`src/rtl/fwfb_pkg.sv`:
```
package fwfb_pkg;

    // chunking
    localparam int CHUNK_BYTES  = 128;
    localparam int LEN_W        = 8;
    localparam int LEN_OVERHEAD = 10;

    // stream widths
    localparam int BYTE_W      = 8;
    localparam int OUTCOME_W   = 3;
    localparam int COUNT_W     = 24;
    localparam int ADDR_W      = 32;
    localparam int IN_TDATA_W  = 24;
    localparam int OUT_TDATA_W = 16;

    // configuration port
    localparam int CFG_IDX_W  = 3;
    localparam int CFG_DATA_W = 32;

    typedef enum logic [CFG_IDX_W-1:0] {
        REG_IMAGE_LENGTH  = 3'd0,
        REG_BASE_ADDRESS  = 3'd1,
        REG_WRITE_OPCODE  = 3'd2,
        REG_ACK_CODE      = 3'd3,
        REG_NACK_CODE     = 3'd4,
        REG_WRITE_FAILED  = 3'd5
    } t_reg_idx;

    localparam logic [ADDR_W-1:0]  BASE_ADDRESS_RST = 32'h0800_4000;

    // input opcode and result kind
    localparam logic OP_IMAGE = 1'b0;
    localparam logic OP_REPLY = 1'b1;

    typedef enum logic [OUTCOME_W-1:0] {
        OUT_NONE     = 3'd0,
        OUT_WRITTEN  = 3'd1,
        OUT_NACK     = 3'd2,
        OUT_WFAIL    = 3'd3,
        OUT_COMPLETE = 3'd4,
        OUT_IGNORED  = 3'd5
    } t_outcome;

    typedef enum logic [1:0] {
        CMD_DATA   = 2'd0,
        CMD_REPLY  = 2'd1,
        CMD_IGNORE = 2'd2
    } t_cmd_kind;

    // one classified input, front to back
    typedef struct packed {
        t_cmd_kind          kind;
        logic               op;
        logic [BYTE_W-1:0]  data;
        t_outcome           outcome;
        logic               first;
        logic               last;
        logic [LEN_W-1:0]   len;
        logic [ADDR_W-1:0]  addr;
    } t_cmd;

    localparam int CMD_W       = $bits(t_cmd);
    localparam int QUEUE_DEPTH = 2;

    // settled configuration values
    typedef struct packed {
        logic [COUNT_W-1:0] image_length;
        logic [ADDR_W-1:0]  base_address;
        logic [BYTE_W-1:0]  write_opcode;
        logic [BYTE_W-1:0]  ack_code;
        logic [BYTE_W-1:0]  nack_code;
        logic [BYTE_W-1:0]  write_failed_code;
    } t_cfg;

    // configuration write events for the front
    typedef struct packed {
        logic               restart;
        logic               base_wr;
        logic [ADDR_W-1:0]  base_value;
    } t_cfg_evt;

    // frame beat sequence
    localparam int STEP_W       = 4;
    localparam logic [STEP_W-1:0] STEP_LEN     = 4'd0;
    localparam logic [STEP_W-1:0] STEP_OPCODE  = 4'd1;
    localparam logic [STEP_W-1:0] STEP_ADDR0   = 4'd2;
    localparam logic [STEP_W-1:0] STEP_ADDR1   = 4'd3;
    localparam logic [STEP_W-1:0] STEP_ADDR2   = 4'd4;
    localparam logic [STEP_W-1:0] STEP_ADDR3   = 4'd5;
    localparam logic [STEP_W-1:0] STEP_CLEN    = 4'd6;
    localparam logic [STEP_W-1:0] STEP_PAYLOAD = 4'd7;
    localparam logic [STEP_W-1:0] STEP_CRC0    = 4'd8;
    localparam logic [STEP_W-1:0] STEP_CRC1    = 4'd9;
    localparam logic [STEP_W-1:0] STEP_CRC2    = 4'd10;
    localparam logic [STEP_W-1:0] STEP_CRC3    = 4'd11;

    // crc
    localparam int CRC_W = 32;
    localparam logic [CRC_W-1:0] CRC_INIT = 32'hFFFF_FFFF;
    localparam logic [CRC_W-1:0] CRC_POLY = 32'h04C1_1DB7;

    typedef logic [CRC_W-1:0][CRC_W-1:0] t_crc_mat;

    // row j holds the input bits that feed output bit j after 32 shifts
    function automatic t_crc_mat crc_matrix();
        t_crc_mat m;
        logic [CRC_W-1:0] v;
        for (int i = 0; i < CRC_W; i++) begin
            v = CRC_W'(1) << i;
            for (int k = 0; k < CRC_W; k++) begin
                v = v[CRC_W-1] ? ((v << 1) ^ CRC_POLY) : (v << 1);
            end
            for (int j = 0; j < CRC_W; j++) begin
                m[j][i] = v[j];
            end
        end
        return m;
    endfunction

    localparam t_crc_mat CRC_MAT = crc_matrix();

    // one byte step: flat xor network, one parity per output bit
    function automatic logic [CRC_W-1:0] crc_advance(input logic [CRC_W-1:0] x);
        logic [CRC_W-1:0] y;
        for (int j = 0; j < CRC_W; j++) begin
            y[j] = ^(x & CRC_MAT[j]);
        end
        return y;
    endfunction

endpackage

```
`src/rtl/flash_write_frame_builder.sv`:
```
// channel   dir  handshake                   payload
// s_axis    in   s_axis_tvalid/s_axis_tready tuser: opcode
//                                            tdata: image_byte, reply_code, write_status
// m_axis    out  m_axis_tvalid/m_axis_tready tuser: result_kind, tlast: last_of_run
//                                            tdata: frame_byte, outcome
// cfg       in   i_cfg_we (no wait)          i_cfg_index, i_cfg_data
//
// one result beat per clock while commands are queued and m_axis_tready allows; an
// input beat is taken every clock while the two-entry command queue has room. a
// middle payload byte gives only its payload beat, the first byte of a chunk also
// the header beats before it, the last byte also the crc beats after it
// synchronous active-low reset: no frame open, registers at reset values
// while m_axis_tready is low the front end fills the queue, then drops s_axis_tready
module flash_write_frame_builder (
    input  logic                               i_clk,
    input  logic                               i_rst_n,
    // configuration writes
    input  logic                               i_cfg_we,
    input  logic [fwfb_pkg::CFG_IDX_W-1:0]     i_cfg_index,
    input  logic [fwfb_pkg::CFG_DATA_W-1:0]    i_cfg_data,
    // input stream
    input  logic                               s_axis_tvalid,
    output logic                               s_axis_tready,
    input  logic [fwfb_pkg::IN_TDATA_W-1:0]    s_axis_tdata,  // image_byte, reply_code, write_status
    input  logic                               s_axis_tuser,  // opcode
    // result stream
    output logic                               m_axis_tvalid,
    input  logic                               m_axis_tready,
    output logic [fwfb_pkg::OUT_TDATA_W-1:0]   m_axis_tdata,  // frame_byte, outcome, zero pad
    output logic                               m_axis_tuser,  // result_kind
    output logic                               m_axis_tlast   // last_of_run
);

    fwfb_pkg::t_cfg      r_cfg;
    fwfb_pkg::t_cfg_evt  cfg_evt;
    fwfb_pkg::t_cmd      front_cmd;
    fwfb_pkg::t_cmd      head_cmd;

    logic                               front_push;
    logic                               queue_full;
    logic                               head_valid;
    logic                               head_pop;
    logic [fwfb_pkg::BYTE_W-1:0]        out_byte;
    logic [fwfb_pkg::OUTCOME_W-1:0]     out_outcome;

    // register file, one write per enabled clock
    always_ff @(posedge i_clk) begin
        if (!i_rst_n) begin
            r_cfg.image_length      <= '0;
            r_cfg.base_address      <= fwfb_pkg::BASE_ADDRESS_RST;
            r_cfg.write_opcode      <= '0;
            r_cfg.ack_code          <= '0;
            r_cfg.nack_code         <= '0;
            r_cfg.write_failed_code <= '0;
        end else if (i_cfg_we) begin
            case (i_cfg_index)
                fwfb_pkg::REG_IMAGE_LENGTH:
                    r_cfg.image_length <= i_cfg_data[fwfb_pkg::COUNT_W-1:0];
                fwfb_pkg::REG_BASE_ADDRESS:
                    r_cfg.base_address <= i_cfg_data[fwfb_pkg::ADDR_W-1:0];
                fwfb_pkg::REG_WRITE_OPCODE:
                    r_cfg.write_opcode <= i_cfg_data[fwfb_pkg::BYTE_W-1:0];
                fwfb_pkg::REG_ACK_CODE:
                    r_cfg.ack_code <= i_cfg_data[fwfb_pkg::BYTE_W-1:0];
                fwfb_pkg::REG_NACK_CODE:
                    r_cfg.nack_code <= i_cfg_data[fwfb_pkg::BYTE_W-1:0];
                fwfb_pkg::REG_WRITE_FAILED:
                    r_cfg.write_failed_code <= i_cfg_data[fwfb_pkg::BYTE_W-1:0];
                default: ;
            endcase
        end
    end

    // image_length write restarts the transfer, base_address may reload the pointer
    assign cfg_evt.restart    = i_cfg_we && (i_cfg_index == fwfb_pkg::REG_IMAGE_LENGTH);
    assign cfg_evt.base_wr    = i_cfg_we && (i_cfg_index == fwfb_pkg::REG_BASE_ADDRESS);
    assign cfg_evt.base_value = i_cfg_data[fwfb_pkg::ADDR_W-1:0];

    // front: classify each beat and keep the chunk bookkeeping
    fwfb_front u_front (
        .i_clk          (i_clk),
        .i_rst_n        (i_rst_n),
        .i_cfg          (r_cfg),
        .i_evt          (cfg_evt),
        .i_valid        (s_axis_tvalid),
        .o_ready        (s_axis_tready),
        .i_op           (s_axis_tuser),
        .i_image_byte   (s_axis_tdata[7:0]),
        .i_reply_code   (s_axis_tdata[15:8]),
        .i_write_status (s_axis_tdata[23:16]),
        .o_push         (front_push),
        .o_cmd          (front_cmd),
        .i_full         (queue_full)
    );

    // short command queue decoupling the two halves
    fwfb_queue u_queue (
        .i_clk   (i_clk),
        .i_rst_n (i_rst_n),
        .i_push  (front_push),
        .i_cmd   (front_cmd),
        .o_full  (queue_full),
        .i_pop   (head_pop),
        .o_valid (head_valid),
        .o_cmd   (head_cmd)
    );

    // back: expand commands into frame beats and run the crc
    fwfb_back u_back (
        .i_clk          (i_clk),
        .i_rst_n        (i_rst_n),
        .i_write_opcode (r_cfg.write_opcode),
        .i_valid        (head_valid),
        .i_cmd          (head_cmd),
        .o_pop          (head_pop),
        .o_tvalid       (m_axis_tvalid),
        .i_tready       (m_axis_tready),
        .o_kind         (m_axis_tuser),
        .o_byte         (out_byte),
        .o_last         (m_axis_tlast),
        .o_outcome      (out_outcome)
    );

    assign m_axis_tdata = {
        {(fwfb_pkg::OUT_TDATA_W - fwfb_pkg::BYTE_W - fwfb_pkg::OUTCOME_W){1'b0}},
        out_outcome,
        out_byte
    };

endmodule

```
`src/rtl/fwfb_front.sv`:
```
module fwfb_front (
    input  logic                          i_clk,
    input  logic                          i_rst_n,
    input  fwfb_pkg::t_cfg                i_cfg,
    input  fwfb_pkg::t_cfg_evt            i_evt,
    input  logic                          i_valid,
    output logic                          o_ready,
    input  logic                          i_op,
    input  logic [fwfb_pkg::BYTE_W-1:0]   i_image_byte,
    input  logic [fwfb_pkg::BYTE_W-1:0]   i_reply_code,
    input  logic [fwfb_pkg::BYTE_W-1:0]   i_write_status,
    output logic                          o_push,
    output fwfb_pkg::t_cmd                o_cmd,
    input  logic                          i_full
);

    logic [fwfb_pkg::COUNT_W-1:0] r_bytes_sent, n_bytes_sent;
    logic [fwfb_pkg::LEN_W-1:0]   r_pos, n_pos;
    logic [fwfb_pkg::LEN_W-1:0]   r_len, n_len;
    logic [fwfb_pkg::ADDR_W-1:0]  r_next_addr, n_next_addr;
    logic                         r_aborted, n_aborted;

    logic                         accept;
    logic                         awaiting;
    logic                         all_sent;
    logic                         first;
    logic                         last;
    logic [fwfb_pkg::COUNT_W-1:0] remaining;
    logic [fwfb_pkg::LEN_W-1:0]   new_len;
    logic [fwfb_pkg::LEN_W-1:0]   len_eff;
    logic [fwfb_pkg::LEN_W-1:0]   pos_inc;

    assign o_ready  = !i_full;
    assign accept   = i_valid && !i_full;
    assign o_push   = accept;

    assign awaiting  = (r_len != '0) && (r_pos == r_len);
    assign all_sent  = r_bytes_sent >= i_cfg.image_length;
    assign remaining = i_cfg.image_length - r_bytes_sent;
    assign new_len   = (remaining >= fwfb_pkg::COUNT_W'(fwfb_pkg::CHUNK_BYTES))
                       ? fwfb_pkg::LEN_W'(fwfb_pkg::CHUNK_BYTES)
                       : remaining[fwfb_pkg::LEN_W-1:0];
    assign first     = (r_len == '0);
    assign len_eff   = first ? new_len : r_len;
    assign pos_inc   = (first ? '0 : r_pos) + fwfb_pkg::LEN_W'(1);
    assign last      = (pos_inc == len_eff);

    always_comb begin
        n_bytes_sent = r_bytes_sent;
        n_pos        = r_pos;
        n_len        = r_len;
        n_next_addr  = r_next_addr;
        n_aborted    = r_aborted;

        o_cmd.kind    = fwfb_pkg::CMD_IGNORE;
        o_cmd.op      = i_op;
        o_cmd.data    = i_image_byte;
        o_cmd.outcome = fwfb_pkg::OUT_IGNORED;
        o_cmd.first   = first;
        o_cmd.last    = last;
        o_cmd.len     = len_eff;
        o_cmd.addr    = r_next_addr;

        if (i_op == fwfb_pkg::OP_IMAGE) begin
            if (!(r_aborted || awaiting || all_sent)) begin
                o_cmd.kind    = fwfb_pkg::CMD_DATA;
                o_cmd.outcome = fwfb_pkg::OUT_NONE;
                n_len         = len_eff;
                n_pos         = pos_inc;
                n_bytes_sent  = r_bytes_sent + fwfb_pkg::COUNT_W'(1);
                if (last) begin
                    n_next_addr = r_next_addr + fwfb_pkg::ADDR_W'(len_eff);
                end
            end
        end else if (!r_aborted && awaiting) begin
            o_cmd.kind = fwfb_pkg::CMD_REPLY;
            n_len      = '0;
            n_pos      = '0;
            if (i_reply_code == i_cfg.ack_code) begin
                if (i_write_status == i_cfg.write_failed_code) begin
                    n_aborted     = 1'b1;
                    o_cmd.outcome = fwfb_pkg::OUT_WFAIL;
                end else begin
                    o_cmd.outcome = all_sent ? fwfb_pkg::OUT_COMPLETE
                                             : fwfb_pkg::OUT_WRITTEN;
                end
            end else if (i_reply_code == i_cfg.nack_code) begin
                n_aborted     = 1'b1;
                o_cmd.outcome = fwfb_pkg::OUT_NACK;
            end else begin
                o_cmd.outcome = fwfb_pkg::OUT_NONE;
            end
        end
    end

    always_ff @(posedge i_clk) begin
        if (!i_rst_n) begin
            r_bytes_sent <= '0;
            r_pos        <= '0;
            r_len        <= '0;
            r_next_addr  <= fwfb_pkg::BASE_ADDRESS_RST;
            r_aborted    <= 1'b0;
        end else if (i_evt.restart) begin
            r_bytes_sent <= '0;
            r_pos        <= '0;
            r_len        <= '0;
            r_next_addr  <= i_cfg.base_address;
            r_aborted    <= 1'b0;
        end else if (i_evt.base_wr) begin
            // only reload while no transfer is under way
            if (r_bytes_sent == '0 && r_len == '0) begin
                r_next_addr <= i_evt.base_value;
            end
        end else if (accept) begin
            r_bytes_sent <= n_bytes_sent;
            r_pos        <= n_pos;
            r_len        <= n_len;
            r_next_addr  <= n_next_addr;
            r_aborted    <= n_aborted;
        end
    end

endmodule

```
`src/rtl/fwfb_queue.sv`:
```
module fwfb_queue (
    input  logic           i_clk,
    input  logic           i_rst_n,
    input  logic           i_push,
    input  fwfb_pkg::t_cmd i_cmd,
    output logic           o_full,
    input  logic           i_pop,
    output logic           o_valid,
    output fwfb_pkg::t_cmd o_cmd
);

    localparam int PTR_W = $clog2(fwfb_pkg::QUEUE_DEPTH);
    localparam int CNT_W = $clog2(fwfb_pkg::QUEUE_DEPTH + 1);

    fwfb_pkg::t_cmd   r_mem [fwfb_pkg::QUEUE_DEPTH];
    logic [PTR_W-1:0] r_wr_ptr;
    logic [PTR_W-1:0] r_rd_ptr;
    logic [CNT_W-1:0] r_count;

    logic do_push;
    logic do_pop;

    assign o_full  = (r_count == CNT_W'(fwfb_pkg::QUEUE_DEPTH));
    assign o_valid = (r_count != '0);
    assign o_cmd   = r_mem[r_rd_ptr];
    assign do_push = i_push && !o_full;
    assign do_pop  = i_pop && o_valid;

    always_ff @(posedge i_clk) begin
        if (do_push) begin
            r_mem[r_wr_ptr] <= i_cmd;
        end
    end

    always_ff @(posedge i_clk) begin
        if (!i_rst_n) begin
            r_wr_ptr <= '0;
            r_rd_ptr <= '0;
            r_count  <= '0;
        end else begin
            if (do_push) begin
                r_wr_ptr <= (r_wr_ptr == PTR_W'(fwfb_pkg::QUEUE_DEPTH - 1))
                            ? '0 : r_wr_ptr + PTR_W'(1);
            end
            if (do_pop) begin
                r_rd_ptr <= (r_rd_ptr == PTR_W'(fwfb_pkg::QUEUE_DEPTH - 1))
                            ? '0 : r_rd_ptr + PTR_W'(1);
            end
            if (do_push && !do_pop) begin
                r_count <= r_count + CNT_W'(1);
            end else if (do_pop && !do_push) begin
                r_count <= r_count - CNT_W'(1);
            end
        end
    end

endmodule

```
`src/rtl/fwfb_back.sv`:
```
module fwfb_back (
    input  logic                             i_clk,
    input  logic                             i_rst_n,
    input  logic [fwfb_pkg::BYTE_W-1:0]      i_write_opcode,
    input  logic                             i_valid,
    input  fwfb_pkg::t_cmd                   i_cmd,
    output logic                             o_pop,
    output logic                             o_tvalid,
    input  logic                             i_tready,
    output logic                             o_kind,
    output logic [fwfb_pkg::BYTE_W-1:0]      o_byte,
    output logic                             o_last,
    output logic [fwfb_pkg::OUTCOME_W-1:0]   o_outcome
);

    logic                              r_tvalid;
    logic                              r_kind;
    logic [fwfb_pkg::BYTE_W-1:0]       r_byte;
    logic                              r_last;
    logic [fwfb_pkg::OUTCOME_W-1:0]    r_outcome;
    logic [fwfb_pkg::CRC_W-1:0]        r_crc;
    logic [fwfb_pkg::STEP_W-1:0]       r_step;
    logic                              r_active;

    logic                              emit;
    logic                              is_data;
    logic                              final_beat;
    logic [fwfb_pkg::STEP_W-1:0]       step;
    logic [fwfb_pkg::BYTE_W-1:0]       beat_byte;
    logic [fwfb_pkg::LEN_W-1:0]        frame_len;
    logic [fwfb_pkg::CRC_W-1:0]        crc_base;
    logic [fwfb_pkg::CRC_W-1:0]        n_crc;

    assign emit      = i_valid && (!r_tvalid || i_tready);
    assign is_data   = (i_cmd.kind == fwfb_pkg::CMD_DATA);
    assign step      = r_active ? r_step
                       : (i_cmd.first ? fwfb_pkg::STEP_LEN : fwfb_pkg::STEP_PAYLOAD);
    assign frame_len = i_cmd.len + fwfb_pkg::LEN_W'(fwfb_pkg::LEN_OVERHEAD);

    assign final_beat = !is_data
                        || (step == fwfb_pkg::STEP_PAYLOAD && !i_cmd.last)
                        || (step == fwfb_pkg::STEP_CRC3);
    assign o_pop = emit && final_beat;

    always_comb begin
        unique case (step)
            fwfb_pkg::STEP_LEN:     beat_byte = frame_len;
            fwfb_pkg::STEP_OPCODE:  beat_byte = i_write_opcode;
            fwfb_pkg::STEP_ADDR0:   beat_byte = i_cmd.addr[7:0];
            fwfb_pkg::STEP_ADDR1:   beat_byte = i_cmd.addr[15:8];
            fwfb_pkg::STEP_ADDR2:   beat_byte = i_cmd.addr[23:16];
            fwfb_pkg::STEP_ADDR3:   beat_byte = i_cmd.addr[31:24];
            fwfb_pkg::STEP_CLEN:    beat_byte = i_cmd.len;
            fwfb_pkg::STEP_PAYLOAD: beat_byte = i_cmd.data;
            fwfb_pkg::STEP_CRC0:    beat_byte = r_crc[7:0];
            fwfb_pkg::STEP_CRC1:    beat_byte = r_crc[15:8];
            fwfb_pkg::STEP_CRC2:    beat_byte = r_crc[23:16];
            fwfb_pkg::STEP_CRC3:    beat_byte = r_crc[31:24];
            default:                beat_byte = '0;
        endcase
    end

    // crc restarts on the length byte of every frame
    assign crc_base = (step == fwfb_pkg::STEP_LEN) ? fwfb_pkg::CRC_INIT : r_crc;
    assign n_crc    = fwfb_pkg::crc_advance(
                          crc_base ^ fwfb_pkg::CRC_W'(beat_byte));

    always_ff @(posedge i_clk) begin
        if (!i_rst_n) begin
            r_tvalid <= 1'b0;
            r_active <= 1'b0;
            r_step   <= '0;
        end else begin
            if (emit) begin
                r_tvalid <= 1'b1;
            end else if (i_tready) begin
                r_tvalid <= 1'b0;
            end
            if (emit) begin
                r_active <= !final_beat;
                r_step   <= step + fwfb_pkg::STEP_W'(1);
            end
        end
    end

    always_ff @(posedge i_clk) begin
        if (emit) begin
            r_kind    <= is_data ? fwfb_pkg::OP_IMAGE
                                 : ((i_cmd.kind == fwfb_pkg::CMD_REPLY)
                                    ? fwfb_pkg::OP_REPLY : i_cmd.op);
            r_byte    <= is_data ? beat_byte : '0;
            r_last    <= final_beat;
            r_outcome <= i_cmd.outcome;
            if (is_data && step <= fwfb_pkg::STEP_PAYLOAD) begin
                r_crc <= n_crc;
            end
        end
    end

    assign o_tvalid  = r_tvalid;
    assign o_kind    = r_kind;
    assign o_byte    = r_byte;
    assign o_last    = r_last;
    assign o_outcome = r_outcome;

endmodule

```
`config.mk`:
```
export PLATFORM = sky130hd
export DESIGN_NAME = flash_write_frame_builder
export DESIGN_NICKNAME = d
export VERILOG_FILES = /design/src/rtl/fwfb_pkg.sv /design/src/rtl/flash_write_frame_builder.sv /design/src/rtl/fwfb_front.sv /design/src/rtl/fwfb_queue.sv /design/src/rtl/fwfb_back.sv
export SDC_FILE = /design/constraint.sdc
export NUM_CORES = 1
export LEC_CHECK = 0
export BUFFER_PORTS_ARGS = -buffer_cell sky130_fd_sc_hd__buf_2
export CORE_ASPECT_RATIO = 0.75
export CORE_MARGIN = 2
export CORE_UTILIZATION = 42
export DETAILED_ROUTE_END_ITERATION = 6
export PLACE_DENSITY = 0.63
export SYNTH_ARGS = -nofsm -noshare
export SYNTH_HDL_FRONTEND = slang
export SYNTH_SLANG_ARGS = --single-unit
```
`constraint.sdc`:
```
create_clock -name i_clk -period 13.15 [get_ports i_clk]
set_clock_uncertainty 0.05 [all_clocks]
set_input_delay 1.9725 -clock i_clk [delete_from_list [all_inputs] [get_ports i_clk]]
set_output_delay 1.9725 -clock i_clk [all_outputs]
set_load 0.1 [all_outputs]
```
==> run_results.csv <==
group,metric,value,unit
global_routing,grt_overflow,0,
critical_path,critPathMaxStageDelay,540,ps
yosys,syn_avg_cell_area,9.206,µm²
detailed_routing,wl_met2,23.49,mm
cts,cts.sink_count,329,
status,status,"completed",
power_and_ir_drop,leakagePower,7.574,nW
timing,maxSlewViolCount,0,
yosys,async_flop_share,0,%
final_layout,drive_above_1_share,9.763,%
final_layout,design_area,21090,µm²
yosys,synth_area,18980,µm²
cts,htreeDepth,2,
placement,portBuffers,79,
final_layout,antenna_cells,0,
timing,rsz0062_at_grt,"no",
cts,cts-buffers-inserted,36,
final_layout,fin_nets,2190,
detailed_routing,drt-total-wl,55.07,mm
critical_path,worstSetupStartpointType,"register",
floorplan,initial_core_util,42.49,%
floorplan,die_w,249.5,µm
yosys,synth.distinct_cells,89,
global_routing,grt_pass1_vias,14497,
global_routing,grt_antenna_before_repair,0,
yosys,ys_seq_elements,329,
detailed_routing,drc,0,
detailed_routing,vias,15403,
detailed_routing,route.met3.wl,4.453,mm
cts,postCtsSetupBuffers,0,
critical_path,crit_arrival,6800,ps
cts,cts-root-buf,"clkbuf_16",
cts,cts_resized,0,
yosys,synth_ff_type,"dfxtp_1",
global_routing,grt_pass1_wl,84.50,mm
yosys,ys_top_cells_by_area,"edfxtp_1, dfxtp_1, xnor2_1, nand2_1, a21oi_1",
placement,gp_congestion,0.9215,
cts,cts-hold-fix-buffers,0,
detailed_routing,first_pass_iters,5,
critical_path,cp.required,13560,ps
critical_path,r2r-start,"u_front.r_bytes_sent[14]",
timing,final.setup.tns,0,ps
placement,postPlaceCellArea,19810,µm²
power_and_ir_drop,total_power,0.006746,W
cts,clk_pin_slew,60,ps
placement,dp_hpwl,39.98,mm
timing,holdWs,403.4,ps
critical_path,crit_type,"reg -> reg",
critical_path,slowest_stage,"ha_1",
yosys,ys_seq_area_share,42.97,%
yosys,synth-edff-count,157,
detailed_routing,viasPerCell,5.713,
run,cap_viol_max_count,0,
detailed_routing,drt-met1-wl,25.91,mm
worst_hold_path,min_path_type,"reg -> reg",
worst_hold_path,holdCritStartpoint,"r_cfg[55]",
yosys,synth_top_cell_by_area,"edfxtp_1",
final_layout,fillerInstances,4231,
floorplan,dieHeight,188.1,µm
final_layout,regArea,8159,µm²
timing,max_freq,156.6,MHz
timing,timing.final.crit_share,48.56,%
floorplan,rows,67,
critical_path,r2r_cells,23,
critical_path,critPathMaxFanout,11,
detailed_routing,drt-initial-drc-count,1519,
timing,tightestPinTransition,1196,ps
timing,hold_viol,0,
final_layout,multi_input_area,10170,µm²
critical_path,crit_chain,"inv_1, ha_1, and4_1, a2111oi_0, a2111oi_2, or4b_1, a2111oi_2, o2111ai_1, nor2_1, and2_1, a21o_1, ha_1, fa_1, a21o_1, a21oi_1, o21bai_1, a21oi_1, o21ai_0, nand2_1, nor2_1, and3_1, a41oi_1, o32ai_1",
yosys,netlist.area_leader.share,24.84,%
critical_path,crit_path_end_kind,"register",
timing,relSlewSlack,19.71,%
floorplan,core,44680,µm²
floorplan,fp.dieArea,46930,µm²
detailed_routing,dr.max_layer_used,"met4",
cts,insertion_delay,570,ps
critical_path,critPathLaunch,"u_front.r_bytes_sent[14]",
detailed_routing,antenna_left,0,
final_layout,area_growth,11.10,%
detailed_routing,routedWlPerCell,20.42,µm
power_and_ir_drop,peakVddDrop,0.2929,mV
cts,tritoncts,"done",
timing,finalCriticalPeriod,6386,ps
yosys,synthCells,2062,
yosys,ys.warnings.count,0,
global_routing,grt.total_usage,23.01,%
cts,cts_buffer_depth,3,
global_routing,grt_max_degree,76,
power_and_ir_drop,power_density,319.8,nW/µm²
timing,finalSetupViolations,0,
floorplan,num_io_pins,85,
worst_hold_path,min_path_cells,2,
## final timing paths
path | endpoint | slack, ps
worst min register to register | r_cfg[55] | 400
worst max-delay path | u_front.r_next_addr[22] | 6760
worst min-delay path | r_cfg[55] | 400
worst max register to register | u_front.r_next_addr[22] | 6760
## layout make-up
type                            count  area share (%)
Multi-Input combinational cell   1563           48.23
Sequential cell                   329           38.69
Clock buffer                       51           5.120
Tap cell                          586           3.477
Timing Repair Buffer              100           2.622
Clock inverter                     15          0.9374
Inverter                           52          0.9314
## per-stage QoR
stage                     instances  util (%)  setup WS (ps)
after detailed placement       2630     44.34           6947
after global routing           2696     47.20           6329
after CTS                      2696     47.20           6870
final                          2696     47.20           6764
after floorplan                2066         -           7797
after global placement         2630     44.34           7101
## critical path, delay by kind of cell, from the launching register on
family,cells,cell delay [ps]
and+or+nand+nor,7,2210
adders and majority gates,3,970
DFF,1,380
buffers and inverters,1,90
AOI/OAI and AO/OA,12,2540
## metal layers
metal  GRT usage (%)  up-vias
met5               0        -
met1           33.98     7452
li1                -     7264
met2           33.90      607
met3           4.678       80
met4           6.511        0
## where the power goes
part	total, W	internal (W)	switching [W]	leakage (nW)
logic	0.00399	0.00180	0.00220	4.10
clock network	0.00109	0.000640	0.000447	0.616
registers	0.00166	0.00149	0.000173	2.86
## registers in the layout (all words and copies together) (netlist names), 2 cells and up, named ones only
name and count:
u_back.r_step 4, u_back.r_crc 32, u_front.r_next_addr 32, u_queue.r_mem 112
u_front.r_len 8, u_front.r_bytes_sent 24, u_queue.r_count 2, u_back.o_byte 8
u_back.o_outcome 3, u_front.r_pos 8, r_cfg 88
## Yosys cell counts (11+ instances only)
cell / number
nand3_1: 50
xor2_1: 86
nand2_1: 315
o21ai_0: 41
and3_1: 17
mux2_2: 20
buf_2: 16
nand4_1: 15
mux2i_1: 58
o22ai_1: 11
o211ai_1: 14
a221oi_1: 11
clkbuf_1: 93
a22oi_1: 26
dfxtp_1: 172
edfxtp_1: 157
nor4_1: 18
a211o_1: 12
nand2b_1: 17
xnor2_1: 243
nor2_1: 154
ha_1: 41
inv_1: 51
nor3_1: 23
and2_1: 27
a21oi_1: 173
a31oi_1: 11
## cell usage in the layout, fill, tap and decap left out, types with 11 or more instances in the layout
cell | netlist | layout
mux2_2 | 20 | 20
xor2_1 | 86 | 86
buf_2 | 16 | 79
o211ai_1 | 14 | 14
a31oi_1 | 11 | 11
nand2_1 | 315 | 315
o21ai_0 | 41 | 40
and3_1 | 17 | 16
a211o_1 | 12 | 12
a21oi_1 | 173 | 173
mux2i_1 | 58 | 58
nand3_1 | 50 | 50
clkbuf_16 | 0 | 38
nor4_1 | 18 | 18
xnor2_1 | 243 | 243
buf_4 | 5 | 21
nor3_1 | 23 | 23
nand4_1 | 15 | 15
ha_1 | 41 | 41
nand2b_1 | 17 | 17
inv_1 | 51 | 51
edfxtp_1 | 157 | 157
and2_1 | 27 | 27
nor2_1 | 154 | 152
a221oi_1 | 11 | 11
o22ai_1 | 11 | 11
dfxtp_1 | 172 | 171
a22oi_1 | 26 | 26
## kinds of logic (layout without fill, tap and decap cells)
family / Yosys count / count (layout) / synth area share [%]
compound gates: 412 / 412 / 14.14
flops: 329 / 329 / 42.97
other cells: 1 / 5 / 0.01975
fa+ha+maj: 43 / 43 / 2.913
simple gates: 694 / 694 / 16.63
xor+xnor: 331 / 331 / 15.38
buf+inv: 174 / 218 / 3.691
mux: 78 / 78 / 4.245
Power figures use the tool's default switching activity.
